**src/dss_pkg.sv**
```systemverilog
// ----------------------------------------------------------------------------
// dss_pkg
// Shared constants and types for the delimiter string splitter.
// ----------------------------------------------------------------------------
package dss_pkg;

  // Separator storage and limits
  localparam int SEP_BYTES   = 16;
  localparam int MAX_SEP     = 10;
  localparam int CNT_W       = 5;
  localparam int QUEUE_DEPTH = 4;

  // Configuration port
  localparam int ADDR_W = 5;
  localparam int DATA_W = 64;

  localparam logic [1:0] REG_SEP_LOW  = 2'd0;
  localparam logic [1:0] REG_SEP_HIGH = 2'd1;
  localparam logic [1:0] REG_SEP_LEN  = 2'd2;

  typedef struct packed {
    logic [8*SEP_BYTES-1:0] sep_bytes;  // byte 0 in the lowest bits
    logic [CNT_W-1:0]       sep_len;    // effective length, 1 to MaxSep
  } dss_cfg_t;

  // One classified input byte, as handed from the front to the back
  typedef struct packed {
    logic [7:0]       data;      // the input byte
    logic [CNT_W-1:0] sep_cnt;   // held separator bytes to release first
    logic             has_b;     // release the input byte after them
    logic             marker;    // emit an end marker only
    logic             closes;    // final result closes the token
    logic [31:0]      number;    // token number for every result
  } dss_desc_t;

endpackage

```
**src/dss_if.sv**
```systemverilog
// ----------------------------------------------------------------------------
// dss_if
// Valid/ready stream interfaces for input bytes and token results.
// ----------------------------------------------------------------------------
interface dss_in_if;
  logic       valid;
  logic       ready;
  logic [7:0] data_byte;
  logic       buffer_end;

  modport source (output valid, output data_byte, output buffer_end, input ready);
  modport sink (input valid, input data_byte, input buffer_end, output ready);
endinterface

interface dss_out_if;
  logic        valid;
  logic        ready;
  logic [7:0]  token_byte;
  logic        byte_valid;
  logic        token_end;
  logic [31:0] token_number;
  logic        last_result;

  modport source (output valid, output token_byte, output byte_valid,
                  output token_end, output token_number, output last_result,
                  input ready);
  modport sink (input valid, input token_byte, input byte_valid,
                input token_end, input token_number, input last_result,
                output ready);
endinterface

```
**src/dss_regs.sv**
```systemverilog
// ----------------------------------------------------------------------------
// dss_regs
// APB register file: separator bytes and separator length.
// ----------------------------------------------------------------------------
module dss_regs #(
  parameter int MaxSep = dss_pkg::MAX_SEP
) (
  input  logic                        clk,
  input  logic                        rst,
  input  logic                        psel,
  input  logic                        penable,
  input  logic                        pwrite,
  input  logic [dss_pkg::ADDR_W-1:0]  paddr,
  input  logic [dss_pkg::DATA_W-1:0]  pwdata,
  output logic [dss_pkg::DATA_W-1:0]  prdata,
  output logic                        pready,
  output dss_pkg::dss_cfg_t           cfg
);

  logic [63:0]               sep_bytes_low;
  logic [63:0]               sep_bytes_high;
  logic [dss_pkg::CNT_W-1:0] sep_length;
  logic [1:0]                reg_idx;
  logic                      wr_en;

  assign pready  = 1'b1;
  assign reg_idx = paddr[dss_pkg::ADDR_W-1:3];
  assign wr_en   = psel && penable && pwrite && pready;

  always_ff @(posedge clk) begin
    if (rst) begin
      sep_bytes_low  <= '0;
      sep_bytes_high <= '0;
      sep_length     <= dss_pkg::CNT_W'(1);
    end else if (wr_en) begin
      unique case (reg_idx)
        dss_pkg::REG_SEP_LOW:  sep_bytes_low  <= pwdata;
        dss_pkg::REG_SEP_HIGH: sep_bytes_high <= pwdata;
        dss_pkg::REG_SEP_LEN:  sep_length     <= pwdata[dss_pkg::CNT_W-1:0];
        default: ;
      endcase
    end
  end

  always_comb begin
    unique case (reg_idx)
      dss_pkg::REG_SEP_LOW:  prdata = sep_bytes_low;
      dss_pkg::REG_SEP_HIGH: prdata = sep_bytes_high;
      dss_pkg::REG_SEP_LEN:  prdata = dss_pkg::DATA_W'(sep_length);
      default:               prdata = '0;
    endcase
  end

  // Clamp the length into 1..MaxSep
  always_comb begin
    cfg.sep_bytes = {sep_bytes_high, sep_bytes_low};
    if (sep_length == '0) begin
      cfg.sep_len = dss_pkg::CNT_W'(1);
    end else if (sep_length > dss_pkg::CNT_W'(MaxSep)) begin
      cfg.sep_len = dss_pkg::CNT_W'(MaxSep);
    end else begin
      cfg.sep_len = sep_length;
    end
  end

endmodule

```
**src/dss_front.sv**
```systemverilog
// ----------------------------------------------------------------------------
// dss_front
// Accepts input bytes, tracks the partial separator match with a KMP-style
// fallback and pushes one descriptor per byte that releases results.
// ----------------------------------------------------------------------------
module dss_front #(
  parameter int MaxSep = dss_pkg::MAX_SEP
) (
  input  logic               clk,
  input  logic               rst,
  input  dss_pkg::dss_cfg_t  cfg,
  dss_in_if.sink             data_in,
  input  logic               q_full,
  output logic               q_push,
  output dss_pkg::dss_desc_t q_desc
);

  localparam int IdxW = (MaxSep > 1) ? $clog2(MaxSep) : 1;

  logic [dss_pkg::CNT_W-1:0] match_length;
  logic [dss_pkg::CNT_W-1:0] match_length_next;
  logic [31:0]               token_counter;
  logic [31:0]               token_counter_next;

  logic [7:0]                sep [MaxSep];
  logic [dss_pkg::CNT_W-1:0] mm;
  logic [IdxW-1:0]           mm_idx;
  logic                      accept;
  logic                      hit;
  logic                      full_match;
  logic [MaxSep-1:0]         border [MaxSep];
  logic [MaxSep-1:0]         brow;
  logic [MaxSep-1:0]         cand;
  logic [dss_pkg::CNT_W-1:0] k;

  assign data_in.ready = !q_full;
  assign accept        = data_in.valid && data_in.ready;

  always_comb begin
    for (int i = 0; i < MaxSep; i++) begin
      sep[i] = cfg.sep_bytes[8*i +: 8];
    end
  end

  // Cut a held count that no longer fits a shorter separator
  assign mm         = (match_length >= cfg.sep_len) ? cfg.sep_len - dss_pkg::CNT_W'(1)
                                                    : match_length;
  assign mm_idx     = mm[IdxW-1:0];
  assign hit        = (data_in.data_byte == sep[mm_idx]);
  assign full_match = hit && (mm + dss_pkg::CNT_W'(1) == cfg.sep_len);

  // border[mv][i]: with mv bytes held, the last i-1 held bytes equal the
  // first i-1 separator bytes
  always_comb begin
    for (int mv = 0; mv < MaxSep; mv++) begin
      for (int i = 0; i < MaxSep; i++) begin
        border[mv][i] = 1'b0;
        if (i > 0 && i <= mv) begin
          border[mv][i] = 1'b1;
          for (int j = 0; j < i - 1; j++) begin
            if (sep[mv + 1 - i + j] != sep[j]) begin
              border[mv][i] = 1'b0;
            end
          end
        end
      end
    end
  end

  assign brow = border[mm_idx];

  // Keep the longest suffix that is still a separator prefix
  always_comb begin
    k = '0;
    for (int i = 0; i < MaxSep; i++) begin
      cand[i] = 1'b0;
      if (i > 0) begin
        cand[i] = brow[i] && (data_in.data_byte == sep[i-1]);
      end
      if (cand[i]) begin
        k = dss_pkg::CNT_W'(i);
      end
    end
  end

  always_comb begin
    match_length_next  = match_length;
    token_counter_next = token_counter;
    q_push             = 1'b0;
    q_desc.data        = data_in.data_byte;
    q_desc.sep_cnt     = mm;
    q_desc.has_b       = 1'b1;
    q_desc.marker      = 1'b0;
    q_desc.closes      = 1'b0;
    q_desc.number      = token_counter;

    if (full_match) begin
      q_desc.sep_cnt    = '0;
      q_desc.has_b      = 1'b0;
      q_desc.marker     = 1'b1;
      q_desc.closes     = 1'b1;
      match_length_next = '0;
      if (data_in.buffer_end) begin
        token_counter_next = '0;
      end else if (token_counter != '1) begin
        token_counter_next = token_counter + 32'd1;
      end
      q_push = accept;
    end else if (data_in.buffer_end) begin
      q_desc.closes      = 1'b1;
      match_length_next  = '0;
      token_counter_next = '0;
      q_push             = accept;
    end else if (hit) begin
      match_length_next = mm + dss_pkg::CNT_W'(1);
    end else begin
      if (k != '0) begin
        q_desc.sep_cnt = mm + dss_pkg::CNT_W'(1) - k;
        q_desc.has_b   = 1'b0;
      end
      match_length_next = k;
      q_push            = accept;
    end
  end

  always_ff @(posedge clk) begin
    if (rst) begin
      match_length  <= '0;
      token_counter <= '0;
    end else if (accept) begin
      match_length  <= match_length_next;
      token_counter <= token_counter_next;
    end
  end

  hold_below_max: assert property (@(posedge clk) disable iff (rst)
    match_length < dss_pkg::CNT_W'(MaxSep))
    else $error("held count reached the separator limit");

  push_not_empty: assert property (@(posedge clk) disable iff (rst)
    q_push |-> (q_desc.marker || q_desc.has_b || q_desc.sep_cnt != '0))
    else $error("descriptor pushed with no results");

  marker_alone: assert property (@(posedge clk) disable iff (rst)
    (q_push && q_desc.marker) |-> (!q_desc.has_b && q_desc.sep_cnt == '0 && q_desc.closes))
    else $error("end marker descriptor carries bytes");

endmodule

```
**src/dss_fifo.sv**
```systemverilog
// ----------------------------------------------------------------------------
// dss_fifo
// Small register queue of descriptors between the front and the back.
// ----------------------------------------------------------------------------
module dss_fifo #(
  parameter int Depth = dss_pkg::QUEUE_DEPTH
) (
  input  logic               clk,
  input  logic               rst,
  input  logic               push,
  input  dss_pkg::dss_desc_t push_desc,
  input  logic               pop,
  output logic               full,
  output logic               head_valid,
  output dss_pkg::dss_desc_t head_desc
);

  localparam int PtrW = (Depth > 1) ? $clog2(Depth) : 1;
  localparam int CntW = $clog2(Depth + 1);

  dss_pkg::dss_desc_t store [Depth];
  logic [PtrW-1:0]    wr_ptr;
  logic [PtrW-1:0]    rd_ptr;
  logic [CntW-1:0]    count;

  assign full       = (count == CntW'(Depth));
  assign head_valid = (count != '0);
  assign head_desc  = store[rd_ptr];

  always_ff @(posedge clk) begin
    if (push) begin
      store[wr_ptr] <= push_desc;
    end
  end

  always_ff @(posedge clk) begin
    if (rst) begin
      wr_ptr <= '0;
      rd_ptr <= '0;
      count  <= '0;
    end else begin
      if (push) begin
        wr_ptr <= (wr_ptr == PtrW'(Depth - 1)) ? '0 : wr_ptr + PtrW'(1);
      end
      if (pop) begin
        rd_ptr <= (rd_ptr == PtrW'(Depth - 1)) ? '0 : rd_ptr + PtrW'(1);
      end
      if (push && !pop) begin
        count <= count + CntW'(1);
      end else if (pop && !push) begin
        count <= count - CntW'(1);
      end
    end
  end

  no_overflow: assert property (@(posedge clk) disable iff (rst) push |-> !full)
    else $error("push into a full queue");

  no_underflow: assert property (@(posedge clk) disable iff (rst) pop |-> head_valid)
    else $error("pop from an empty queue");

endmodule

```
**src/dss_back.sv**
```systemverilog
// ----------------------------------------------------------------------------
// dss_back
// Expands each descriptor into its results, one per cycle while the output
// is ready, into a registered output stage.
// ----------------------------------------------------------------------------
module dss_back (
  input  logic               clk,
  input  logic               rst,
  input  dss_pkg::dss_cfg_t  cfg,
  input  logic               q_valid,
  input  dss_pkg::dss_desc_t q_desc,
  output logic               q_pop,
  dss_out_if.source          token_out
);

  logic [7:0]                sep [dss_pkg::SEP_BYTES];
  logic [dss_pkg::CNT_W-1:0] pos;
  logic [dss_pkg::CNT_W-1:0] total;
  logic                      last;
  logic                      load;
  logic [7:0]                nxt_byte;
  logic                      nxt_valid;

  logic                      out_valid;
  logic [7:0]                out_byte;
  logic                      out_byte_valid;
  logic                      out_end;
  logic [31:0]               out_number;
  logic                      out_last;

  always_comb begin
    for (int i = 0; i < dss_pkg::SEP_BYTES; i++) begin
      sep[i] = cfg.sep_bytes[8*i +: 8];
    end
  end

  assign total = q_desc.sep_cnt + dss_pkg::CNT_W'(q_desc.has_b)
               + dss_pkg::CNT_W'(q_desc.marker);
  assign last  = (pos + dss_pkg::CNT_W'(1) == total);
  assign load  = q_valid && (!out_valid || token_out.ready);
  assign q_pop = load && last;

  // Held bytes first, then the input byte, or an end marker alone
  always_comb begin
    if (pos < q_desc.sep_cnt) begin
      nxt_byte  = sep[pos[$clog2(dss_pkg::SEP_BYTES)-1:0]];
      nxt_valid = 1'b1;
    end else if (q_desc.has_b) begin
      nxt_byte  = q_desc.data;
      nxt_valid = 1'b1;
    end else begin
      nxt_byte  = 8'd0;
      nxt_valid = 1'b0;
    end
  end

  always_ff @(posedge clk) begin
    if (rst) begin
      out_valid <= 1'b0;
      pos       <= '0;
    end else if (load) begin
      out_valid <= 1'b1;
      pos       <= last ? '0 : pos + dss_pkg::CNT_W'(1);
    end else if (token_out.ready) begin
      out_valid <= 1'b0;
    end
  end

  always_ff @(posedge clk) begin
    if (load) begin
      out_byte       <= nxt_byte;
      out_byte_valid <= nxt_valid;
      out_end        <= last && q_desc.closes;
      out_number     <= q_desc.number;
      out_last       <= last;
    end
  end

  assign token_out.valid        = out_valid;
  assign token_out.token_byte   = out_byte;
  assign token_out.byte_valid   = out_byte_valid;
  assign token_out.token_end    = out_end;
  assign token_out.token_number = out_number;
  assign token_out.last_result  = out_last;

  pos_in_range: assert property (@(posedge clk) disable iff (rst)
    q_valid |-> (pos < total))
    else $error("result position past the end of the descriptor");

  pos_rewinds: assert property (@(posedge clk) disable iff (rst)
    q_pop |=> (pos == '0))
    else $error("position not rewound after the last result");

endmodule

```
**src/delimiter_string_splitter.sv**
```systemverilog
// ----------------------------------------------------------------------------
// delimiter_string_splitter
// Splits a byte stream into tokens at a configurable multi-byte separator.
// ----------------------------------------------------------------------------
// The block takes one byte per cycle whenever its four-entry descriptor
// queue has room, and emits one result per cycle, while the output is
// ready, from a registered output stage. A byte that extends a partial
// separator match produces nothing; a completed separator produces one end
// marker; a mismatch releases the held bytes that no longer start a match
// (and the new byte where it cannot start one), and the end of a buffer all
// held bytes and the new byte, one result per cycle. The output stage sets
// the sustained rate, so input stalls only when the descriptor queue fills.
// The first result of a byte passes through the queue and then the output
// register. Token numbers restart at 0 with each buffer and saturate at
// 2^32-1. Write the separator registers only while the block is idle.
// ----------------------------------------------------------------------------
module delimiter_string_splitter #(
  parameter int MaxSep     = dss_pkg::MAX_SEP,
  parameter int QueueDepth = dss_pkg::QUEUE_DEPTH
) (
  input  logic                       clk,
  input  logic                       rst,
  input  logic                       psel,
  input  logic                       penable,
  input  logic                       pwrite,
  input  logic [dss_pkg::ADDR_W-1:0] paddr,
  input  logic [dss_pkg::DATA_W-1:0] pwdata,
  output logic [dss_pkg::DATA_W-1:0] prdata,
  output logic                       pready,
  dss_in_if.sink                     data_in,
  dss_out_if.source                  token_out
);

  dss_pkg::dss_cfg_t  cfg;
  logic               q_push;
  logic               q_pop;
  logic               q_full;
  logic               q_valid;
  dss_pkg::dss_desc_t push_desc;
  dss_pkg::dss_desc_t head_desc;

  dss_regs #(.MaxSep(MaxSep)) u_regs (
    .clk     (clk),
    .rst     (rst),
    .psel    (psel),
    .penable (penable),
    .pwrite  (pwrite),
    .paddr   (paddr),
    .pwdata  (pwdata),
    .prdata  (prdata),
    .pready  (pready),
    .cfg     (cfg)
  );

  dss_front #(.MaxSep(MaxSep)) u_front (
    .clk     (clk),
    .rst     (rst),
    .cfg     (cfg),
    .data_in (data_in),
    .q_full  (q_full),
    .q_push  (q_push),
    .q_desc  (push_desc)
  );

  dss_fifo #(.Depth(QueueDepth)) u_fifo (
    .clk        (clk),
    .rst        (rst),
    .push       (q_push),
    .push_desc  (push_desc),
    .pop        (q_pop),
    .full       (q_full),
    .head_valid (q_valid),
    .head_desc  (head_desc)
  );

  dss_back u_back (
    .clk       (clk),
    .rst       (rst),
    .cfg       (cfg),
    .q_valid   (q_valid),
    .q_desc    (head_desc),
    .q_pop     (q_pop),
    .token_out (token_out)
  );

endmodule

```
**src/flat_wrapper.sv**
```systemverilog
// flat-port wrapper written by rule: the top's interface ports become plain ports
module delimiter_string_splitter_flat 
#(
  parameter int MaxSep     = dss_pkg::MAX_SEP,
  parameter int QueueDepth = dss_pkg::QUEUE_DEPTH
)
  (clk, rst, psel, penable, pwrite, paddr, pwdata, prdata, pready, data_in_valid, data_in_data_byte, data_in_buffer_end, data_in_ready, token_out_valid, token_out_token_byte, token_out_byte_valid, token_out_token_end, token_out_token_number, token_out_last_result, token_out_ready);
  dss_in_if data_in_i ();
  dss_out_if token_out_i ();
  input  logic clk;
  input  logic rst;
  input  logic psel;
  input  logic penable;
  input  logic pwrite;
  input  logic [dss_pkg::ADDR_W-1:0] paddr;
  input  logic [dss_pkg::DATA_W-1:0] pwdata;
  output logic [dss_pkg::DATA_W-1:0] prdata;
  output logic pready;
  input wire logic [$bits(data_in_i.valid)-1:0] data_in_valid;
  input wire logic [$bits(data_in_i.data_byte)-1:0] data_in_data_byte;
  input wire logic [$bits(data_in_i.buffer_end)-1:0] data_in_buffer_end;
  output wire logic [$bits(data_in_i.ready)-1:0] data_in_ready;
  output wire logic [$bits(token_out_i.valid)-1:0] token_out_valid;
  output wire logic [$bits(token_out_i.token_byte)-1:0] token_out_token_byte;
  output wire logic [$bits(token_out_i.byte_valid)-1:0] token_out_byte_valid;
  output wire logic [$bits(token_out_i.token_end)-1:0] token_out_token_end;
  output wire logic [$bits(token_out_i.token_number)-1:0] token_out_token_number;
  output wire logic [$bits(token_out_i.last_result)-1:0] token_out_last_result;
  input wire logic [$bits(token_out_i.ready)-1:0] token_out_ready;
  assign data_in_i.valid = data_in_valid;
  assign data_in_i.data_byte = data_in_data_byte;
  assign data_in_i.buffer_end = data_in_buffer_end;
  assign data_in_ready = data_in_i.ready;
  assign token_out_valid = token_out_i.valid;
  assign token_out_token_byte = token_out_i.token_byte;
  assign token_out_byte_valid = token_out_i.byte_valid;
  assign token_out_token_end = token_out_i.token_end;
  assign token_out_token_number = token_out_i.token_number;
  assign token_out_last_result = token_out_i.last_result;
  assign token_out_i.ready = token_out_ready;
  delimiter_string_splitter #(.MaxSep(MaxSep), .QueueDepth(QueueDepth)) u_core (.clk(clk), .rst(rst), .psel(psel), .penable(penable), .pwrite(pwrite), .paddr(paddr), .pwdata(pwdata), .prdata(prdata), .pready(pready), .data_in(data_in_i), .token_out(token_out_i));
endmodule
```
**config.mk**
```make
export PLATFORM = sky130hd
export DESIGN_NAME = delimiter_string_splitter_flat
export DESIGN_NICKNAME = d
export VERILOG_FILES = /design/src/dss_pkg.sv /design/src/dss_if.sv /design/src/dss_regs.sv /design/src/dss_front.sv /design/src/dss_fifo.sv /design/src/dss_back.sv /design/src/delimiter_string_splitter.sv /design/src/flat_wrapper.sv
export SDC_FILE = /design/constraint.sdc
export NUM_CORES = 1
export LEC_CHECK = 0
export ABC_AREA = 1
export BUFFER_PORTS_ARGS = -buffer_cell sky130_fd_sc_hd__buf_4
export CORE_UTILIZATION = 60
export DETAILED_ROUTE_END_ITERATION = 8
export GPL_TIMING_DRIVEN = 1
export PLACE_DENSITY_LB_ADDON = 0.3
export SLEW_MARGIN = 20
export SYNTH_ARGS = -nofsm -noshare
export SYNTH_HDL_FRONTEND = slang
export SYNTH_SLANG_ARGS = --single-unit
```
**constraint.sdc**
```tcl
create_clock -name clk -period 7.6 [get_ports clk]
set_input_delay 1.14 -clock clk [delete_from_list [all_inputs] [get_ports clk]]
set_output_delay 1.14 -clock clk [all_outputs]
set_load 0.005 [all_outputs]
```
==> results of run 1 <==
==> worst max-delay path: cells and delay by family, from the launching register on <==
family	cells	cell delay (ps)
simple gates	20	3650
fa+ha+maj	3	900
compound gates	4	520
buf+inv	4	430
flops	1	430
==> sequential cells by signal (all words and copies together) (netlist names), named ones only <==
| signal | cells |
|---|---|
| u_core.u_back.token_out.token_byte | 8 |
| u_core.u_back.token_out.byte_valid | 1 |
| u_core.u_front.match_length | 5 |
| u_core.u_back.token_out.token_end | 1 |
| u_core.u_back.pos | 5 |
| u_core.u_fifo.wr_ptr | 2 |
| u_core.u_regs.sep_length | 5 |
| u_core.u_fifo.store | 192 |
| u_core.u_back.token_out.valid | 1 |
| u_core.u_front.token_counter | 32 |
| u_core.u_regs.sep_bytes_low | 64 |
| u_core.u_fifo.rd_ptr | 2 |
| u_core.u_regs.sep_bytes_high | 64 |
| u_core.u_back.token_out.last_result | 1 |
| u_core.u_back.token_out.token_number | 32 |
| u_core.u_fifo.count | 3 |
==> cell usage in the layout, fill, tap and decap left out, types with 19 or more instances in the layout <==
cell / count
ha_1: 24
buf_4: 225
nor3_1: 23
inv_1: 208
nor2_1: 352
xnor2_1: 93
o21ai_0: 323
nand4_1: 85
dfxtp_1: 183
clkbuf_16: 43
a21oi_1: 237
edfxtp_1: 235
o22ai_1: 68
nor4_1: 19
xor2_1: 179
nand2_1: 728
nand3_1: 135
==> cell families after synthesis <==
| family | Yosys count | share of synthesized area [%] |
|---|---|---|
| AND/OR/NAND/NOR | 1384 | 23.16 |
| other | 1 | 0.01503 |
| adder cells (fa/ha/maj) | 27 | 1.444 |
| buffers and inverters | 450 | 7.340 |
| flip-flops | 420 | 43.12 |
| XOR/XNOR | 272 | 9.546 |
| AO/OA/AOI/OAI | 700 | 15.38 |
==> metal layers <==
| layer | part of all wire (%) | routed length (um) | vias to the layer above |
|---|---|---|---|
| met5 | 0.040 | 39 | - |
| li1 | - | - | 11000 |
| met4 | 8.9 | 8710 | 6 |
| met3 | 12 | 11650 | 555 |
| met2 | 45 | 44260 | 1897 |
| met1 | 34 | 33330 | 11590 |
==> stage by stage <==
stage / setup slack [ps] / cell area, um2
floorplan: 1803 / 24960
global route: 1160 / 27960
CTS: 1768 / 27950
finish: 1530 / 27970
global placement: 1966 / 26390
detailed placement: 1791 / 26390
==> power by group <==
| part | switching [W] | internal (W) |
|---|---|---|
| Clock | 0.000944 | 0.00139 |
| Sequential | 0.000201 | 0.00283 |
| Combinational | 0.00130 | 0.000643 |
==> worst paths after layout <==
kind                            depth (start not counted)                                to  slack [ps]
worst max register to register                         31            u_core.u_fifo.count[2]        1530
worst min register to register                          2  u_core.u_regs.sep_bytes_high[59]         480
worst min-delay path                                    2  u_core.u_regs.sep_bytes_high[59]         480
worst max-delay path                                   31            u_core.u_fifo.count[2]        1530
==> cell type report <==
class / count / area share, %
Multi-Input combinational cell: 2385 / 44.44
Antenna cell: 4 / 0.03579
Tap cell: 532 / 2.380
Sequential cell: 420 / 38.48
Clock buffer: 49 / 4.035
Inverter: 226 / 3.042
Clock inverter: 29 / 1.539
Timing Repair Buffer: 225 / 6.040
==> impl_metrics.ini, run 1 <==
[status]
status = finished, final reports clean

[clock_tree]
clk_path_buf_depth = 3
h-tree-depth = 2
cts_resized = 0
clk_pin_slew_ps = 60
hold_buffers = 0
cts_made_buffers = 43
postCtsSetupBuffers = 0
insertion_delay_ps = 590
clock-sinks = 420
cts-root-buf = clkbuf_16
cts_tree = done

[die]
die_x_um = 205.9
dieArea_um2 = 42410
io_pins = 195
core_area_um2 = 40920
start_util_pct = 60.98
row_count = 74
die_y_um = 205.9

[yosys]
synthCells = 3254
yosysMostFrequentCell = nand2_1
postSynthAreaPerCell_um2 = 7.669
async_flop_share_pct = 0
synth_top_area_share_pct = 28.28
synth_ff_type = edfxtp_1
synth_warnings = 0
synth_top_cell_by_area = edfxtp_1
synth.distinct_cells = 54
synth.area.top_cells = edfxtp_1 (28%), dfxtp_1 (15%), nand2_1 (11%)
yosysSeqAreaShare_pct = 43.12
ys_ff_latch = 420
netlist_area_um2 = 24960
synth_edf_count = 235
synth_common_cells = nand2_1 (728), nor2_1 (358), o21ai_0 (323)

[power]
p_total_w = 0.007302
powerDensity_nw_per_um2 = 261.1
power_leakage_nw = 11.83
peakVddDrop_mv = 0.2515

[critical_path]
worst-path-max-fanout = 22
cpPeakStageDelay_ps = 770
arrival_ps = 6530
cp.required_ps = 8060
endpoint_kind = flip-flop
crit_top_cell = nand2_1
slowest_stage = nand2_1
crit_start = u_core.u_regs.sep_length[3]
timing.rr.start = u_core.u_regs.sep_length[3]
startpoint_type = flip-flop
worstSetupPathType = flip-flop to flip-flop

[timing]
relSlewSlack_pct = 25.10
rsz0062_at_grt = no
fin_crit_ps = 6070
tightest_slew_ps = 1109
hold_viol_final = 0
worst_clock_skew_ps = 21.05
hold-worst-slack_ps = 478.3
period_share_pct = 79.87
fmax_mhz = 164.8
setup_violations = 0
fin_setup_tns_ps = 0
maxSlewViolCount = 0

[placement]
placedCellCount = 3788
numPortBuffers = 190
routabilityCongestion = 1.046
dp.final_hpwl_mm = 65.17

[final_layout]
area_growth_pct = 12.06
multi_input_area_um2 = 12430
fillers = 3251
regArea_um2 = 10760
final_nets = 3413
drive_above_1_share_pct = 10.38
final_cells = 3870
final_core_utilization_pct = 68.34

[drt]
vias = 25050
firstDrtPassIters = 6
wirelength_mm = 97.99
avgViaCountPerCell = 6.472
drt_first_iter_violations = 3112
drtAntennaViolNets = 0
drc = 0
routedWlPerCell_um = 25.32

[min_path]
hold_path_startpoint = u_core.u_regs.sep_bytes_high[59]
min_path_type = flip-flop to flip-flop

[global_routing]
grt.busiest_layer = met2
met3_usage_pct = 12.58
grt_pass1_vias = 23330
overflow = 0
grt_max_degree = 102
use_met2_pct = 72.82
grt_pass1_wl_mm = 141.8
antenna_found_initial = 4
grt_use_met1_pct = 51.57
grt_usage_pct = 45.55

[run]
max-cap-violations = 0
Power figures use the tool's default switching activity.
==> inputs of run 2 (changes only) <==
--- a/config.mk
+++ b/config.mk
@@ -7,7 +7,7 @@
 export LEC_CHECK = 0
 export ABC_AREA = 1
 export BUFFER_PORTS_ARGS = -buffer_cell sky130_fd_sc_hd__buf_4
-export CORE_UTILIZATION = 60
+export CORE_UTILIZATION = 55
 export DETAILED_ROUTE_END_ITERATION = 8
 export GPL_TIMING_DRIVEN = 1
 export PLACE_DENSITY_LB_ADDON = 0.3
==> constraint.sdc (replaced) <==
create_clock -name clk -period 5.5 [get_ports clk]
set_input_delay 0.825 -clock clk [delete_from_list [all_inputs] [get_ports clk]]
set_output_delay 0.825 -clock clk [all_outputs]
set_load 0.005 [all_outputs]
==> run 2 against run 1 <==
Against the previous run: critical path depth increased by 5; global-route usage decreased by 2.3 points; largest cell class unchanged; cell count increased by 3.6%; maximum frequency increased by 23%.
==> impl_metrics.ini, run 2 (synthesis results as in run 1) <==
[status]
status = finished, final reports clean

[final_layout]
layout_common_cells = nand2_1 (728), nor2_1 (353), o21ai_0 (323)
layout.cells.most_common = nand2_1
top_regs = u_core.u_fifo.store (192), u_core.u_regs.sep_bytes_high (64), u_core.u_regs.sep_bytes_low (64)
regArea_um2 = 10760
multi_input_area_um2 = 12420
largest_reg_flops = 192
final_nets = 3498
fillers = 3734
area_growth_pct = 14.65
drive_above_1_share_pct = 12.40
final_cell_area_um2 = 28610
largest-register = u_core.u_fifo.store

[placement]
pre_cts_slack_ps = 675.9
dp.final_hpwl_mm = 68.49
numPortBuffers = 190
place_area_um2 = 27170
routabilityCongestion = 1.076

[drt]
drc = 0
firstDrtPassIters = 6
vias = 25050
routedWlPerCell_um = 25.26
avgViaCountPerCell = 6.246
drtAntennaViolNets = 0
drt_first_iter_violations = 3272
wirelength_mm = 101.3

[critical_path]
cpPeakStageDelay_ps = 440
crit_top_cell = nand2_1
slowest_stage = dfxtp_1
reg2reg_slack_ps = 580
endpoint_kind = flip-flop
worst-path-max-fanout = 49
worstSetupPathType = flip-flop to flip-flop
arrival_ps = 5250
startpoint_type = flip-flop
cp.required_ps = 5830

[clock_tree]
cts_made_buffers = 43
h-tree-depth = 2
clk_pin_slew_ps = 70
cts_tree = done
postCtsSetupBuffers = 0
insertion_delay_ps = 590
clk_path_buf_depth = 3
cts-root-buf = clkbuf_16
clock-sinks = 420
hold_buffers = 0
cts_resized = 0

[global_routing]
grt_usage_pct = 43.25
antenna_found_initial = 2
grt_pass1_wl_mm = 149.2
grt_max_degree = 102
grt_pass1_vias = 23810
overflow = 0

[power]
powerDensity_nw_per_um2 = 348.7
internal-power_w = 0.006600
p_sw_w = 0.003377
switching_share_pct = 33.85
clockPowerShare_pct = 30.4
power_frac_seq_pct = 41.7
peakVddDrop_mv = 0.4319
combPwrFrac_pct = 27.9
power_leakage_nw = 12.22

[min_path]
min_path_type = flip-flop to flip-flop

[timing]
timing.final.ws_setup_ps = 584.3
tightest_slew_ps = 1158
relSlewSlack_pct = 21.80
hold_viol_final = 0
fin_crit_ps = 4916
setup_violations = 0
worst_clock_skew_ps = 20.75
hold-worst-slack_ps = 461.8
period_share_pct = 89.38
fmax_mhz = 203.4
fin_setup_tns_ps = 0
maxSlewViolCount = 0
rsz0062_at_grt = no

[die]
die_y_um = 215.0
core_area_um2 = 44510
io_pins = 195
die_x_um = 215.0
row_count = 77
dieArea_um2 = 46230
start_util_pct = 56.07

[run]
max-cap-violations = 0
## run 2: cell count changes in the layout (fill, tap and decap cells not counted), moves of 2 or more
| cell | delta |
|---|---|
| buf_12 | +6 |
| buf_4 | +79 |
| bufinv_16 | -3 |
| clkbuf_1 | +6 |
| clkinv_2 | -2 |
| diode_2 | -3 |
## run 2: cell type report
type	instances	area share, %
Multi-Input combinational cell	2385	43.41
Sequential cell	420	37.62
Timing Repair Buffer	310	8.396
Clock buffer	54	3.975
Inverter	226	2.974
Tap cell	592	2.589
Clock inverter	23	1.028
Antenna cell	1	0.008746
## run 2: power groups by stage
stage	clock network [W]	logic (W)	registers, W
3_3_place_gp	0	0.00260	0.00418
3_5_place_dp	0	0.00268	0.00420
6_report	0.00303	0.00278	0.00416
2_1_floorplan	0	0.00160	0.00416
5_1_grt	0.00315	0.00298	0.00419
4_1_cts	0.00303	0.00271	0.00415
## run 2: worst max-delay path: cells and delay by family (launching register included)
family | cells | cell delay, ps
fa+ha+maj | 3 | 850
compound gates | 3 | 470
flops | 1 | 440
xor+xnor | 1 | 150
buf+inv | 5 | 560
simple gates | 24 | 2150
## run 2: metal layers
metal,GRT usage [%],part of all wire (%)
met1,52.01,36
met2,69.87,45
met5,0,0.045
met4,30.50,8.3
met3,8.323,10
## run 2: stage by stage
step	util (%)	power, W	instances
2_1_floorplan	-	0.005765	3255
5_1_grt	64.28	0.01033	4010
3_3_place_gp	61.05	0.006779	3933
6_report	64.28	0.009976	4011
3_5_place_dp	61.05	0.006886	3933
4_1_cts	64.26	0.009899	4010
## run 2: worst paths after layout
path	startpoint	end	depth (start not counted)
max	u_core.u_regs.sep_length[4]	u_core.u_fifo.store[2][39]	36
min	u_core.u_regs.sep_bytes_low[9]	u_core.u_regs.sep_bytes_low[9]	2
max reg2reg	u_core.u_regs.sep_length[4]	u_core.u_fifo.store[2][39]	36
min reg2reg	u_core.u_regs.sep_bytes_low[9]	u_core.u_regs.sep_bytes_low[9]	2
